--- src/sv/tkst_pkg.sv ---
`default_nettype none
// ----------------------------------------------------------------------------
// tkst_pkg: shared types and constants of the top-k sorted table
// Operation and status codes, field widths, the entry record and the
// control group broadcast to every cell of the chain.
// ----------------------------------------------------------------------------
package tkst_pkg;

  localparam int ENTRIES_DEF = 64;

  localparam int FUNC_W   = 2;
  localparam int KEY_HI_W = 64;
  localparam int KEY_LO_W = 32;
  localparam int SIZE_W   = 32;
  localparam int INDEX_W  = 6;
  localparam int STATUS_W = 2;
  localparam int COUNT_W  = 7;
  localparam int FOUND_W  = 32;

  typedef enum logic [FUNC_W-1:0] {
    FN_CLEAR  = 2'd0,
    FN_INSERT = 2'd1,
    FN_DELETE = 2'd2,
    FN_READ   = 2'd3
  } func_t;

  typedef enum logic [STATUS_W-1:0] {
    STS_DONE  = 2'd0,
    STS_RANGE = 2'd1,
    STS_DROP  = 2'd2
  } status_t;

  typedef enum logic {
    S_IDLE  = 1'b0,
    S_SHIFT = 1'b1
  } state_t;

  typedef struct packed {
    logic [KEY_HI_W-1:0] key_high;
    logic [KEY_LO_W-1:0] key_low;
    logic [SIZE_W-1:0]   size;
  } entry_t;

  typedef struct packed {
    logic ins_en;
    logic del_en;
    logic rd_load;
    logic rd_shift;
  } cell_ctrl_t;

endpackage
`default_nettype wire

--- src/sv/tkst_cell.sv ---
`default_nettype none
// ----------------------------------------------------------------------------
// tkst_cell: one position of the sorted chain
// Holds one entry, compares it with a new key, takes from its left neighbour
// on insert or its right neighbour on delete, and shifts a read copy leftward.
// ----------------------------------------------------------------------------
module tkst_cell #(
  parameter int POS   = 0,
  parameter int CNT_W = 7
) (
  input  wire                           clk,
  input  wire tkst_pkg::cell_ctrl_t     ctrl,
  input  wire [CNT_W-1:0]               count_i,
  input  wire [tkst_pkg::INDEX_W-1:0]   del_idx,
  input  wire tkst_pkg::entry_t         new_ent,
  input  wire tkst_pkg::entry_t         left_ent,
  input  wire                           left_take,
  input  wire tkst_pkg::entry_t         right_ent,
  input  wire tkst_pkg::entry_t         right_rd,
  output tkst_pkg::entry_t              ent_o,
  output logic                          take_o,
  output tkst_pkg::entry_t              rd_o
);

  tkst_pkg::entry_t ent_r, ent_nxt;
  tkst_pkg::entry_t rd_r, rd_nxt;
  logic             valid;
  logic             greater;
  logic             at_or_after;

  assign valid       = 32'(POS) < 32'(count_i);
  assign greater     = {new_ent.key_high, new_ent.key_low} > {ent_r.key_high, ent_r.key_low};
  // empty cells and cells with a smaller key want the new entry or its shift
  assign take_o      = !valid || greater;
  assign at_or_after = 32'(POS) >= 32'(del_idx);

  always_comb begin
    ent_nxt = ent_r;
    if (ctrl.ins_en) begin
      if (left_take) begin
        ent_nxt = left_ent;
      end else if (take_o) begin
        ent_nxt = new_ent;
      end
    end else if (ctrl.del_en && at_or_after) begin
      ent_nxt = right_ent;
    end
  end

  always_comb begin
    rd_nxt = rd_r;
    if (ctrl.rd_load) begin
      rd_nxt = ent_r;
    end else if (ctrl.rd_shift) begin
      rd_nxt = right_rd;
    end
  end

  always_ff @(posedge clk) begin
    ent_r <= ent_nxt;
    rd_r  <= rd_nxt;
  end

  assign ent_o = ent_r;
  assign rd_o  = rd_r;

endmodule
`default_nettype wire

--- config.mk ---
export PLATFORM = sky130hd
export DESIGN_NAME = tkst_cell
export DESIGN_NICKNAME = d
export VERILOG_FILES = /design/src/sv/tkst_pkg.sv /design/src/sv/tkst_cell.sv
export SDC_FILE = /design/constraint.sdc
export NUM_CORES = 1
export LEC_CHECK = 0
export ABC_AREA = 1
export BUFFER_PORTS_ARGS = -buffer_cell sky130_fd_sc_hd__buf_4
export CAP_MARGIN = 20
export CORE_AREA = 4 4 301 303
export DETAILED_ROUTE_END_ITERATION = 6
export DIE_AREA = 0 0 305 307
export SYNTH_ARGS = -nofsm -noshare
export SYNTH_HDL_FRONTEND = slang
export SYNTH_SLANG_ARGS = --single-unit
--- constraint.sdc ---
create_clock -name clk -period 8.9 [get_ports clk]
set_input_delay 0 -clock clk [delete_from_list [all_inputs] [get_ports clk]]
set_output_delay 0 -clock clk [all_outputs]
set_load 0.03 [all_outputs]
==> Word-level counts from Yosys, hierarchy flattened <==
Cells that the tools add are included.
Widths: inputs -> output; s select.
{ "totals": {"register_bits": 256, "inputBits": 531, "output_inout_bits": 257, "elab_cells": 22} }
{ "op_classes": {"magnitude_cmp": 3, "n_eq_ne": 1, "mux": 6, "n_reduce_logical": 6} }
{ "ops": {"columns": ["cell", "n"], "rows": [
  ["$mux 128", 6],
  ["$gt 96x96->1", 1],
  ["$lt 1x7->1 const A", 1],
  ["$ge 1x6->1 const A", 1],
  ["$reduce_bool 2->1", 2],
  ["$ne 3x1->1 const B", 1],
  ["$reduce_and 2->1", 1],
  ["$logic_and 1x1->1", 1],
  ["$logic_not 1->1", 1],
  ["$logic_or 1x1->1", 1]
]} }

==> Depth between registers and ports, before layout <==
{ "depth": {"depth_word": 6, "depth_mapped": 19} }

==> Worst setup path after synthesis <==
Ideal clock, no wire load.
{ "synth_path": {"path_kind": "reg2reg", "startpoint": "register ent_r, in the netlist ent_o[119]", "endpoint": "register ent_r, in the netlist ent_o[0] (enable)", "arrival_ns": 4.221, "setup_slack_ns": 4.197, "path_stages_with_launch": 15, "path_buffers": 0, "synth_period_minus_slack_ns": 4.703, "cell_sequence": "edfxtp_1 inv_1 ha_1 nand2_2 nor2_4 nand4_2 nor3_2 nand2_1 nor2_2 nand2_1 nand3_1 nand2_1 nand3_1 nand2_1 inv_1"} }
{ "synth_between": {"elab_chain_len": 4} }
{ "synth_rtl": {"columns": ["item", "line_no", "source"], "rows": [
  ["from (decl)", "tkst_cell.sv:25", "tkst_pkg::entry_t ent_r, ent_nxt;"],
  ["from (signal assigned)", "tkst_cell.sv:60", "ent_r <= ent_nxt;"],
  ["$gt 96x96->1", "tkst_cell.sv:32", "assign greater = {new_ent.key_high, new_ent.key_low} > {ent_r.key_high, ent_r.key_low};"],
  ["$logic_or 1x1->1", "tkst_cell.sv:34", "assign take_o = !valid || greater;"],
  ["$ne 3x1->1 (no source line)", null, null],
  ["$reduce_and 2->1 (no source line)", null, null]
]} }
No other way between the ends.
A chain may end at the register's enable or synchronous reset.

==> Final worst setup path <==
{ "layout_path": {"startpoint": "register ent_r, in the netlist ent_o[65]", "endpoint": "register ent_r, in the netlist ent_o[64] (enable)"} }
Same word-level chain as after synthesis.

==> impl_metrics.yaml <==
synth:
  synthAdderAreaFrac: 0.0848
  async_flop_share: 0
  synth_top_family_by_area: "simple AND/OR/NAND/NOR gates"
  synthesis.area_um2: 14200
  synth_compound_area_frac: 0.149
  yosys_most_used_dff: "edfxtp_1"
  synth_seq_cells: 256
  synth_xor_area_frac: 0
  synth_fp_nets: 2202
  syn_inst: 1575
  synthSimpleGateAreaFrac: 0.167
  syn_area_per_cell_um2: 9.00
  synth_edf_count: 256
  ys_seq_area_frac: 0.542
  ys_types: 30
  synth_warnings: 0
  synthMuxAreaShare: 0
sta:
  worst_pin_slew_ps: 934
  timing.final.crit_share: 0.469
  timing.final.hold_violations: 0
  maxSlewViolCount: 0
  fin_skew_ps: 19.3
  finalSetupTns_ps: 0
  hold-worst-slack_ps: 28.0
  layout_min_cycle_time_ps: 4170
  grt_setup_unrepaired: "false"
  fmax_mhz: 240
  finalSetupViolations: 0
  slew_headroom: 0.377
  finalWorstSetupSlack_ps: 4730
setup_path:
  cp_slowest_cell: "buf_4"
  crit_chain: "inv_1 -> ha_1 -> nand2_1 -> nand2_1 -> nand2_1 -> nand2_1 -> nand2_1 -> nand2_1 -> nand2_1 -> nand2_1 -> nand2_1 -> nand2_1 -> nand2_1 -> nand3_1 -> nand2_1 -> nand3_1 -> nand2_1 -> inv_6 -> buf_4"
  start_kind: "flip-flop"
  reg2reg_depth: 19
  critPathArrivalTime_ps: 4390
  path_common_cell: "nand2_1"
  cpPeakStageDelay_ps: 760
  cp_max_fo: 79
  crit_type: "reg2reg"
  worstSetupEndpointType: "flip-flop"
  cp.required_ps: 9120
floorplanning:
  rows: 109
  pin_count: 788
  coreArea_um2: 88000
  die_h_um: 307
  start_util: 0.161
  die_w_um: 305
  dieArea_um2: 93600
clock_tree:
  ctsLongestPathBuffers: 3
  clkTransAtPathRegs_ps: 70
  ctsResizeCount: 0
  cts-htree-levels: 1
  clock_latency_ps: 600
  tritoncts: "done"
  cts.sinks: 256
  cts_buffers: 31
  cts_root_buf: "clkbuf_16"
detailed_routing:
  postRouteAntennaNets: 0
  wirelength_um: 78100
  first_iter_violations: 1025
  dr.pass1.iters: 5
  drc: 0
  via_per_inst: 4.13
  num_vias: 16111
  wl_per_cell_um: 20.0
final_layout:
  syn2layout_area_growth_pct: 84.5
  drive_gt1_frac: 0.316
  stdcell_count: 3902
  final_nets: 3342
  antenna_cells: 0
place:
  place.port_buffers: 787
  gp_congestion: 0.991
  place_ws_ps: 4600
  hpwlAfterDp_um: 58900
  dp_cells: 3458
pwr:
  internal-power_mw: 2.68
  switchingPower_mw: 1.25
  swShare: 0.318
  pwr-share-comb: 0.302
  peakVddDrop_mv: 0.141
  leakagePower_nw: 11.9
  power_density_nw_per_um2: 150
  pwr-share-clk: 0.313
  p_seq_frac: 0.385
status:
  status: "complete, no violations"
min_path:
  min_path_cells: 3
  min_path_type: "in2reg"
grt:
  antenna_found_initial: 9
  grt.overflow.total: 0
  grt_first_pass_wirelength_um: 110000
  grtUsageTotal: 0.157
  grt_max_degree: 80
  first_global_vias: 16617
flow_run:
  drv_cap: 0
[layer usage]
layer	up-vias	GRT usage	wire, um
met3	148	0.0437	6700
met1	7505	0.188	31500
li1	7645	-	-
met4	2	0.0621	3260
met2	811	0.265	36600
met5	-	0	9
[logic make-up after synthesis]
logic type	after synthesis
buffers and inverters	207
and+or+nand+nor	601
AOI/OAI and AO/OA	415
adders and majority gates	96
DFF	256
[registers in the layout (all words and copies together), names as in the netlist]
| signal | cells |
|---|---|
| ent_o | 128 |
| rd_o | 128 |
[per-stage QoR]
| stage | cell area, um2 | util | power (mW) |
|---|---|---|---|
| 2_1_floorplan | 14200 | - | 2.02 |
| 3_3_place_gp | 21300 | 0.242 | 2.55 |
| 3_5_place_dp | 21300 | 0.242 | 2.56 |
| 4_1_cts | 26200 | 0.297 | 3.98 |
| 5_1_grt | 26200 | 0.297 | 4.13 |
| 6_report | 26200 | 0.297 | 3.93 |
[cell type report]
cell class / count / area (um2)
well taps: 1165 / 1460
clock inverters: 19 / 146
clock buffers: 36 / 795
multi-input cells: 1112 / 5670
inverters: 123 / 479
flip-flops and latches: 256 / 7690
repair buffers: 1191 / 9910
fillers: 9197 / 61800
[cell usage in the layout (no fill, tap or decap), types with 3 or more instances in the layout]
| cell type | Yosys | routed |
|---|---|---|
| a21o_1 | 4 | 4 |
| a21oi_1 | 43 | 43 |
| buf_4 | 0 | 802 |
| clkbuf_1 | 64 | 5 |
| clkbuf_16 | 0 | 31 |
| clkinv_1 | 0 | 9 |
| clkinv_2 | 0 | 5 |
| dlygate4sd3_1 | 0 | 389 |
| edfxtp_1 | 256 | 256 |
| ha_1 | 96 | 96 |
| inv_1 | 120 | 117 |
| inv_6 | 0 | 3 |
| nand2_1 | 421 | 421 |
| nand3_1 | 5 | 5 |
| nand4_1 | 5 | 5 |
| nor2_1 | 148 | 148 |
| nor2_2 | 6 | 6 |
| nor3_1 | 4 | 4 |
| o21a_1 | 6 | 6 |
| o21ai_0 | 312 | 312 |
| o21ai_1 | 49 | 49 |
[power groups by stage]
stage / Sequential (mW) / Combinational [mW] / Clock (mW)
after detailed placement: 1.54 / 1.02 / 0
after global placement: 1.53 / 1.02 / 0
after global routing: 1.52 / 1.28 / 1.33
after floorplan: 1.75 / 0.264 / 0
final: 1.51 / 1.19 / 1.23
after CTS: 1.51 / 1.19 / 1.27
[synthesized netlist by cell type, types with 2 or more instances]
master	number	area [um2]
a21o_1	4	30.0
a21oi_1	43	215
buf_2	16	80.1
buf_6	2	22.5
clkbuf_1	64	240
edfxtp_1	256	7690
ha_1	96	1200
inv_1	120	450
inv_2	3	11.3
nand2_1	421	1580
nand2_2	2	12.5
nand3_1	5	25.0
nand4_1	5	31.3
nand4_2	2	25.0
nor2_1	148	556
nor2_2	6	37.5
nor3_1	4	20.0
nor4_1	2	12.5
o21a_1	6	45.0
o21ai_0	312	1560
o21ai_1	49	245
[what timing repair did]
item                                   CTS  global route
setup buffers                            0             0
endpoints found under the hold margin  254             0
hold buffers                           389             0
[final timing paths]
path,from,end,slack (ps)
max,ent_o[65],ent_o[64],4730
min,left_ent[68],ent_o[68],30
max reg2reg,ent_o[65],ent_o[64],4730
min reg2reg,ent_o[16],rd_o[16],550
[worst max-delay path: cells and delay by family (launching register included)]
family	cells	cell delay, ps
adders and majority gates	1	300
buffers and inverters	3	1480
DFF	1	380
and+or+nand+nor	15	1490
Power figures use the tool's default switching activity.
